**src/rtl/core/cmsg_pkg.sv**
```systemverilog
`timescale 1ns / 1ps
`default_nettype none

package cmsg_pkg;

    localparam int MAX_PAYLOAD = 64;
    localparam int SLOTS       = 7;

    localparam logic [7:0] SYNC_BYTE = 8'h3A;

    localparam logic REQ_START   = 1'b0;
    localparam logic REQ_PAYLOAD = 1'b1;

    typedef logic [7:0]  byte_t;
    typedef logic [2:0]  fill_t;
    typedef logic [6:0]  len_t;
    typedef logic [10:0] can_id_t;

    typedef struct packed {
        can_id_t    frame_id;
        logic [3:0] frame_dlc;
        byte_t      data0;
        byte_t      data1;
        byte_t      data2;
        byte_t      data3;
        byte_t      data4;
        byte_t      data5;
        byte_t      data6;
        byte_t      data7;
        logic       last_frame;
    } frame_t;

endpackage

`default_nettype wire

```
**src/rtl/core/can_message_segmenter_unit.sv**
```systemverilog
`timescale 1ns / 1ps
`default_nettype none

// A frame caused by an input beat is written into the output queue and offered on m_ behind any frame still waiting.
// One input beat per cycle while the output queue has room; the frame assembler updates on each accepted beat.
// A two-entry output queue keeps s_ready high while one frame waits on m_ready.
// Reset (aresetn low, synchronous) clears the message state and empties the queue.
module can_message_segmenter_unit (
    input  wire logic        aclk,
    input  wire logic        aresetn,
    input  wire logic        s_valid,
    output logic             s_ready,
    input  wire logic        s_req_type,
    input  wire logic [7:0]  s_node_addr,
    input  wire logic [6:0]  s_payload_len,
    input  wire logic [7:0]  s_command,
    input  wire logic [7:0]  s_frame_tag,
    input  wire logic [10:0] s_std_id,
    input  wire logic [7:0]  s_payload_byte,
    output logic             m_valid,
    input  wire logic        m_ready,
    output logic [10:0]      m_frame_id,
    output logic [3:0]       m_frame_dlc,
    output logic [7:0]       m_data0,
    output logic [7:0]       m_data1,
    output logic [7:0]       m_data2,
    output logic [7:0]       m_data3,
    output logic [7:0]       m_data4,
    output logic [7:0]       m_data5,
    output logic [7:0]       m_data6,
    output logic [7:0]       m_data7,
    output logic             m_last_frame
);

    logic             beat_en;
    logic             emit;
    logic             has_room;
    cmsg_pkg::frame_t new_frame;
    cmsg_pkg::frame_t head_frame;

    assign s_ready = has_room;
    assign beat_en = s_valid & has_room;

    cmsg_assembler u_assembler (
        .aclk         (aclk),
        .aresetn      (aresetn),
        .beat_en      (beat_en),
        .req_type     (s_req_type),
        .node_addr    (s_node_addr),
        .payload_len  (s_payload_len),
        .command      (s_command),
        .frame_tag    (s_frame_tag),
        .std_id       (s_std_id),
        .payload_byte (s_payload_byte),
        .emit         (emit),
        .frame        (new_frame)
    );

    cmsg_out_queue u_out_queue (
        .aclk       (aclk),
        .aresetn    (aresetn),
        .push       (emit),
        .push_frame (new_frame),
        .has_room   (has_room),
        .head_valid (m_valid),
        .pop        (m_valid & m_ready),
        .head_frame (head_frame)
    );

    assign m_frame_id   = head_frame.frame_id;
    assign m_frame_dlc  = head_frame.frame_dlc;
    assign m_data0      = head_frame.data0;
    assign m_data1      = head_frame.data1;
    assign m_data2      = head_frame.data2;
    assign m_data3      = head_frame.data3;
    assign m_data4      = head_frame.data4;
    assign m_data5      = head_frame.data5;
    assign m_data6      = head_frame.data6;
    assign m_data7      = head_frame.data7;
    assign m_last_frame = head_frame.last_frame;

endmodule

`default_nettype wire

```
**src/rtl/core/cmsg_assembler.sv**
```systemverilog
`timescale 1ns / 1ps
`default_nettype none

module cmsg_assembler (
    input  wire logic             aclk,
    input  wire logic             aresetn,
    input  wire logic             beat_en,
    input  wire logic             req_type,
    input  wire logic [7:0]       node_addr,
    input  wire logic [6:0]       payload_len,
    input  wire logic [7:0]       command,
    input  wire logic [7:0]       frame_tag,
    input  wire logic [10:0]      std_id,
    input  wire logic [7:0]       payload_byte,
    output logic                  emit,
    output cmsg_pkg::frame_t      frame
);

    cmsg_pkg::byte_t   bytes_reg [cmsg_pkg::SLOTS];
    cmsg_pkg::byte_t   bytes_next [cmsg_pkg::SLOTS];
    cmsg_pkg::byte_t   fbytes [cmsg_pkg::SLOTS];
    cmsg_pkg::fill_t   fill_reg, fill_next;
    cmsg_pkg::len_t    left_reg, left_next;
    logic              active_reg, active_next;
    cmsg_pkg::can_id_t id_reg, id_next;
    cmsg_pkg::byte_t   tag_reg, tag_next;

    cmsg_pkg::len_t    len_clamped;
    cmsg_pkg::len_t    left_dec;
    cmsg_pkg::fill_t   fill_inc;
    cmsg_pkg::fill_t   frame_fill;
    logic              frame_last;

    always_comb begin
        if (int'(payload_len) > cmsg_pkg::MAX_PAYLOAD) begin
            len_clamped = 7'(cmsg_pkg::MAX_PAYLOAD);
        end else begin
            len_clamped = payload_len;
        end
        left_dec = (left_reg != '0) ? left_reg - 7'd1 : left_reg;
        fill_inc = fill_reg + 3'd1;
    end

    always_comb begin
        bytes_next  = bytes_reg;
        fill_next   = fill_reg;
        left_next   = left_reg;
        active_next = active_reg;
        id_next     = id_reg;
        tag_next    = tag_reg;
        fbytes      = bytes_reg;
        frame_fill  = fill_reg;
        frame_last  = 1'b0;
        emit        = 1'b0;

        if (beat_en) begin
            if (req_type == cmsg_pkg::REQ_START) begin
                fbytes[0] = cmsg_pkg::SYNC_BYTE;
                fbytes[1] = node_addr;
                fbytes[2] = {1'b0, len_clamped};
                fbytes[3] = command;
                fbytes[4] = '0;
                fbytes[5] = '0;
                fbytes[6] = '0;
                frame_fill = 3'd4;
                id_next    = std_id;
                tag_next   = frame_tag;
                left_next  = len_clamped;
                if (len_clamped == '0) begin
                    emit        = 1'b1;
                    frame_last  = 1'b1;
                    active_next = 1'b0;
                end else begin
                    active_next = 1'b1;
                end
            end else if (active_reg) begin
                // slots past the fill point are always zero, so append in place
                if (int'(fill_reg) < cmsg_pkg::SLOTS) begin
                    fbytes[fill_reg] = payload_byte;
                    frame_fill       = fill_inc;
                end
                left_next = left_dec;
                if (left_dec == '0) begin
                    emit        = 1'b1;
                    frame_last  = 1'b1;
                    active_next = 1'b0;
                end else if (int'(frame_fill) >= cmsg_pkg::SLOTS) begin
                    emit = 1'b1;
                end
            end
            if (emit) begin
                for (int k = 0; k < cmsg_pkg::SLOTS; k++) begin
                    bytes_next[k] = '0;
                end
                fill_next = '0;
            end else begin
                bytes_next = fbytes;
                fill_next  = frame_fill;
            end
        end
    end

    always_comb begin
        frame.frame_id   = id_next;
        frame.frame_dlc  = {1'b0, frame_fill} + 4'd1;
        frame.data0      = tag_next;
        frame.data1      = fbytes[0];
        frame.data2      = fbytes[1];
        frame.data3      = fbytes[2];
        frame.data4      = fbytes[3];
        frame.data5      = fbytes[4];
        frame.data6      = fbytes[5];
        frame.data7      = fbytes[6];
        frame.last_frame = frame_last;
    end

    always_ff @(posedge aclk) begin
        if (!aresetn) begin
            for (int k = 0; k < cmsg_pkg::SLOTS; k++) begin
                bytes_reg[k] <= '0;
            end
            fill_reg   <= '0;
            left_reg   <= '0;
            active_reg <= 1'b0;
            id_reg     <= '0;
            tag_reg    <= '0;
        end else begin
            bytes_reg  <= bytes_next;
            fill_reg   <= fill_next;
            left_reg   <= left_next;
            active_reg <= active_next;
            id_reg     <= id_next;
            tag_reg    <= tag_next;
        end
    end

endmodule

`default_nettype wire

```
**src/rtl/core/cmsg_out_queue.sv**
```systemverilog
`timescale 1ns / 1ps
`default_nettype none

module cmsg_out_queue (
    input  wire logic             aclk,
    input  wire logic             aresetn,
    input  wire logic             push,
    input  wire cmsg_pkg::frame_t push_frame,
    output logic                  has_room,
    output logic                  head_valid,
    input  wire logic             pop,
    output cmsg_pkg::frame_t      head_frame
);

    cmsg_pkg::frame_t entry_reg [2];
    logic             wr_ptr_reg, wr_ptr_next;
    logic             rd_ptr_reg, rd_ptr_next;
    logic [1:0]       count_reg, count_next;

    assign has_room   = (count_reg != 2'd2);
    assign head_valid = (count_reg != 2'd0);
    assign head_frame = entry_reg[rd_ptr_reg];

    always_comb begin
        wr_ptr_next = push ? ~wr_ptr_reg : wr_ptr_reg;
        rd_ptr_next = pop  ? ~rd_ptr_reg : rd_ptr_reg;
        count_next  = count_reg + {1'b0, push} - {1'b0, pop};
    end

    always_ff @(posedge aclk) begin
        if (push) begin
            entry_reg[wr_ptr_reg] <= push_frame;
        end
    end

    always_ff @(posedge aclk) begin
        if (!aresetn) begin
            wr_ptr_reg <= 1'b0;
            rd_ptr_reg <= 1'b0;
            count_reg  <= 2'd0;
        end else begin
            wr_ptr_reg <= wr_ptr_next;
            rd_ptr_reg <= rd_ptr_next;
            count_reg  <= count_next;
        end
    end

endmodule

`default_nettype wire

```
**config.mk**
```make
export PLATFORM = sky130hd
export DESIGN_NAME = can_message_segmenter_unit
export DESIGN_NICKNAME = d
export VERILOG_FILES = /design/src/rtl/core/cmsg_pkg.sv /design/src/rtl/core/can_message_segmenter_unit.sv /design/src/rtl/core/cmsg_assembler.sv /design/src/rtl/core/cmsg_out_queue.sv
export SDC_FILE = /design/constraint.sdc
export NUM_CORES = 1
export LEC_CHECK = 0
export BUFFER_PORTS_ARGS = -buffer_cell sky130_fd_sc_hd__buf_2
export CAP_MARGIN = 10
export CORE_MARGIN = 5
export CORE_UTILIZATION = 60
export CTS_BUF_LIST = sky130_fd_sc_hd__clkbuf_8
export DETAILED_ROUTE_END_ITERATION = 10
export GPL_TIMING_DRIVEN = 1
export PLACE_DENSITY = 0.85
export SLEW_MARGIN = 25
export SYNTH_ARGS = -nofsm -noshare
export SYNTH_HDL_FRONTEND = slang
export SYNTH_HIERARCHICAL = 1
export SYNTH_SLANG_ARGS = --single-unit
```
**constraint.sdc**
```tcl
create_clock -name aclk -period 8.48 [get_ports aclk]
set_input_delay 0.848 -clock aclk [delete_from_list [all_inputs] [get_ports aclk]]
set_output_delay 0.848 -clock aclk [all_outputs]
set_load 0.1 [all_outputs]
```
# --- Word-level counts from Yosys, hierarchy flattened ---
# Memory sizes are Yosys's and may differ from the RTL's. A register that Yosys moved wholly into a read port is not among the register bits.
# Cells that the tools add are included.
word_totals:
  reg_bits: 90
  ram_bits: 160
  out_inout_bits: 82
  wordCells: 82
  mem_count: 1
mem_list:
  columns: ["name", "words", "width", "rd", "rd_clocked_by_memory_dff", "write_ports", "line", "source"]
  rows:
  - ["u_out_queue.entry_reg", 2, 80, 1, 1, 1, "cmsg_out_queue.sv:15", "cmsg_pkg::frame_t entry_reg [2];"]
op_classes:
  addsub: 5
  magnitude_cmp: 5
  eq_ne: 2
  muxes: 43
  bitwise: 5
  n_reduce_logical: 6
ops:
  columns: ["operator", "count"]
  rows:
  - ["56-bit two-way mux", 5]
  - ["56-bit bitwise mux", 1]
  - ["7-bit two-way mux", 4]
  - ["8-bit demux with 3-bit select", 1]
  - ["3-bit two-way mux", 8]
  - ["8-bit two-way mux", 3]
  - ["11-bit two-way mux", 2]
  - ["1-bit two-way mux", 19]
  - ["7-bit zero test", 2]
  - ["7-bit > comparator (second input constant)", 1]
  - ["7-bit nonzero test", 1]
  - ["7-bit by 1-bit subtractor with 7-bit output (second input constant)", 1]
  - ["3-bit by 1-bit adder with 4-bit output (second input constant)", 1]
  - ["4-bit greater-or-equal comparator (second input constant)", 1]
  - ["4-bit by 1-bit less-than comparator with 1-bit output (second input constant)", 1]
  - ["3-bit inverter with 4-bit output", 1]
  - ["3-bit by 1-bit adder with 3-bit output (second input constant)", 1]
  - ["3-bit greater-or-equal comparator (second input constant)", 1]
  - ["3-bit less-than comparator (second input constant)", 1]
  - ["2-bit by 1-bit adder with 2-bit output", 1]
  - ["1-bit AND", 2]
  - ["2-bit by 1-bit inequality test with 1-bit output (second input constant)", 1]
  - ["2-bit inequality test (second input constant)", 1]
  - ["1-bit inverter", 2]
  - ["other kinds (4)", 4]

# --- Logic depth before layout (Yosys ltp) ---
logic_depth:
  ltp_word: 14
  ltp_mapped: 11
  depth_no_buf: 10

# --- Cells and area by module ---
# The synthesis kept the hierarchy.
by_module_without_submodules:
  columns: ["mod", "n_inst", "cells_each", "area_per_inst_um2"]
  rows:
  - ["cmsg_out_queue", 1, 270, 6402.4]
  - ["cmsg_assembler", 1, 527, 4369.2]
  - ["can_message_segmenter_unit", 1, 2, 12.5]

# --- Least setup slack after synthesis ---
# Ideal clock, no wire load.
synth_timing:
  kind: "register to register"
  start: "register u_out_queue.count_reg[0]"
  end: "memory u_out_queue/entry_reg[0][0] (netlist name), enable pin"
  arrival_ns: 5.826
  slack_ns: 2.125
  path_stages_with_launch: 10
  path_buffers: 3
  path_cell_list: "dfxtp_1 inv_1 nand2_1 and2_1 clkbuf_1 inv_1 clkbuf_1 clkbuf_1 nor2_1 nor2b_1"
synth_via:
  elab_chain_cells: 5
synth_lines:
  columns: ["element", "line", "source"]
  rows:
  - ["start, declared", "cmsg_out_queue.sv:18", "logic [1:0] count_reg, count_next;"]
  - ["start signal, assigned", "cmsg_out_queue.sv:44", "count_reg <= count_next;"]
  - ["2-bit inequality test", "cmsg_out_queue.sv:20", "assign has_room = (count_reg != 2'd2);"]
  - ["named net s_ready", "can_message_segmenter_unit.sv:12", "output logic s_ready,"]
  - ["1-bit AND", "can_message_segmenter_unit.sv:42", "assign beat_en = s_valid & has_room;"]
  - ["named net beat_en", "can_message_segmenter_unit.sv:35", "logic beat_en;"]
  - ["1-bit two-way mux", "cmsg_assembler.sv:56", "if (beat_en) begin"]
  - ["named net emit", "can_message_segmenter_unit.sv:36", "logic emit;"]
  - ["1-bit two-way mux", "cmsg_out_queue.sv:31", "if (push) begin"]
  - ["1-bit two-way mux (implied by the code)", "cmsg_out_queue.sv:32", "entry_reg[wr_ptr_reg] <= push_frame;"]
  - ["end, declared", "cmsg_out_queue.sv:15", null]
# The timed path passes the listed nets, and every way through them passes these cells.

==> impl_metrics.py <==
metrics = {
    "timing": {
        "drv_slew": 0,
        "setup_viol": 0,
        "period_minus_slack_ns": 3.748,
        "slew_headroom_pct": 29.11,
        "fin_crit_sh_pct": 44.20,
        "rsz0062_at_grt": "false",
        "hold_viol": 0,
        "clock_skew_ns": 0.01558,
        "fmax_ghz": 0.2668,
        "finalSetupTns_ns": 0,
        "worstMarginPinSlew_ns": 1.063,
        "fin_hold_ws_ns": 0.4597,
        "fin_ws_ns": 4.732,
    },
    "grt": {
        "grt_pass1_wl_um": 35300,
        "first_global_vias": 6790,
        "grt.total_usage_pct": 21.81,
        "grt_max_degree": 65,
        "grt_overflow_total": 0,
        "antenna_found_initial": 1,
    },
    "clock_network": {
        "cts_sinks": 251,
        "clock_path_buffers": 3,
        "tritoncts": "done",
        "cts_setup_buffers": 0,
        "clk_latency_ns": 0.52,
        "post_cts_resized": 0,
        "cts_htree_levels": 2,
        "clk_pin_slew_ns": 0.06,
        "cts_hold_buf": 0,
        "clockRootBuffer": "clkbuf_8",
        "cts_made_buffers": 40,
    },
    "worst_setup_path": {
        "path_delay_family": "buffers and inverters",
        "cp-end-kind": "output port",
        "worstSetupStartpointType": "flop",
        "critPathSlowestCell": "buf_4",
        "cpPeakStageDelay_ns": 0.90,
        "required_ns": 7.63,
        "crit_fanout": 55,
        "cp.arrival_ns": 2.90,
        "cp_num_buf_inv": 2,
        "critical_path_class": "flop to output port",
        "path_cells": "buf_4, mux2_4, buf_2",
    },
    "layout": {
        "layout-drive-gt1-share_pct": 31.93,
        "mostFrequentLayoutCells": "edfxtp_1, buf_2, nand2_1, dfxtp_1, mux2_4",
        "fin_area_mm2": 0.01236,
        "final_common_cell": "edfxtp_1",
        "final_nets": 1002,
        "final_cells": 1201,
        "n_fill_cell": 1223,
        "layout.area.seq_mm2": 0.006630,
        "multi_input_comb_area_mm2": 0.003710,
        "area_growth_syn_to_layout_pct": 14.62,
        "largest_register_ffs": 160,
        "fin_util_pct": 69.28,
    },
    "place": {
        "dpl_cell_area_mm2": 0.01156,
        "hpwl_um": 15080,
        "port_buffers": 136,
        "gp_congestion": 0.9700,
        "place_ws_ns": 4.326,
        "dp.cells": 1128,
    },
    "route": {
        "drt_iter0_drc": 775,
        "viasPerCell": 5.761,
        "post_drt_wl_per_cell_um": 18.99,
        "wl_um": 22800,
        "drc": 0,
        "drtPass1Iterations": 5,
        "postRouteAntennaNets": 0,
        "vias": 6919,
    },
    "floorplan": {
        "fp.dieArea_mm2": 0.02075,
        "io_pins": 137,
        "die_h_um": 144.1,
        "row_count": 49,
        "core_area_mm2": 0.01784,
        "start_util_pct": 60.45,
        "die_w_um": 144.1,
    },
    "logic_synthesis": {
        "synth_top_area_share_pct": 44.55,
        "yosysTopAreaCell": "edfxtp_1",
        "synth_ff_type": "edfxtp_1",
        "ys_async_sr_fraction_pct": 0,
        "synthCells": 799,
        "ys_warn_count": 6,
        "ys_types": 56,
        "syn_area_mm2": 0.01078,
        "syn_avg_cell_area_um2": 13.50,
        "ys_seq_elements": 251,
        "synthesis.nets": 860,
        "synth_edf_count": 160,
        "yosysSeqAreaShare_pct": 61.45,
        "yosys-top-cells-area": "edfxtp_1, dfxtp_1, mux2_4",
    },
    "hold_path": {
        "hold_class": "flop to flop",
    },
    "pwr": {
        "power.total_mw": 3.642,
        "power.density_mw_per_mm2": 294.7,
        "irDropWorstVdd_mv": 0.2428,
        "cellLeakagePower_nw": 4.895,
    },
    "run_status": {
        "status": "finished clean",
    },
    "run": {
        "cap_violations": 0,
    },
}
## metal layers
layer	up-vias	share of wire, %	global-route usage [%]
met4	0	1.6	6.095
li1	3226	-	-
met5	-	0	0
met2	322	50	36.45
met1	3336	40	29.25
met3	35	8.8	4.431
## Yosys cell counts (all sizes together) (3+ instances only)
| library cell | count |
|---|---|
| nand2 | 91 |
| a22o | 25 |
| dfxtp | 91 |
| nor4b | 4 |
| a31oi | 3 |
| a22oi | 23 |
| edfxtp | 160 |
| o211ai | 3 |
| nor3 | 4 |
| o2bb2ai | 17 |
| nor2b | 12 |
| nand2b | 4 |
| o22ai | 7 |
| inv | 35 |
| a21boi | 5 |
| o21ai | 21 |
| nand4bb | 3 |
| mux2 | 99 |
| ha | 6 |
| o21a | 6 |
| and2 | 28 |
| buf | 15 |
| nand3 | 9 |
| nor2 | 31 |
| a21oi | 37 |
| clkbuf | 29 |
## power breakdown
part	internal [mW]	switching, mW
registers	1.36	0.0486
logic	0.316	0.916
clock network	0.557	0.446
## area by class of cell
class                      count  share of cell area (%)
multi-input combinational    469                   30.01
antenna                        1                 0.02024
timing repair buffer         144                   6.519
tap                          229                   2.318
clock inverter                26                   1.306
inverter                      35                   1.063
sequential                   251                   53.64
clock buffer                  46                   5.122
## cells by family after synthesis
group | synth area share [%]
AOI/OAI and AO/OA | 10.91
adders and majority gates | 0.6961
DFF | 61.45
muxes | 13.12
buffers and inverters | 4.270
and+or+nand+nor | 9.027
xor gates and xnor gates | 0.5337
## final timing paths
kind | startpoint | end | slack [ns] | cells past startpoint
worst max-delay path | flop | m_data3[6] | 4.73 | 3
worst min-delay path | u_assembler/bytes_reg[22] | u_assembler/bytes_reg[22] | 0.46 | 2
worst max register to register | u_assembler/left_reg[0] | u_out_queue/entry_reg[0][54] | 4.85 | 9
worst min register to register | u_assembler/bytes_reg[22] | u_assembler/bytes_reg[22] | 0.46 | 2
## worst min-delay path: cells and delay by family, from the launching register on
| family | cells | cell delay [ns] |
|---|---|---|
| DFF | 1 | 0.32 |
| AOI/OAI and AO/OA | 1 | 0.06 |
| and+or+nand+nor | 1 | 0.04 |
(Power assumes the default switching activity.)
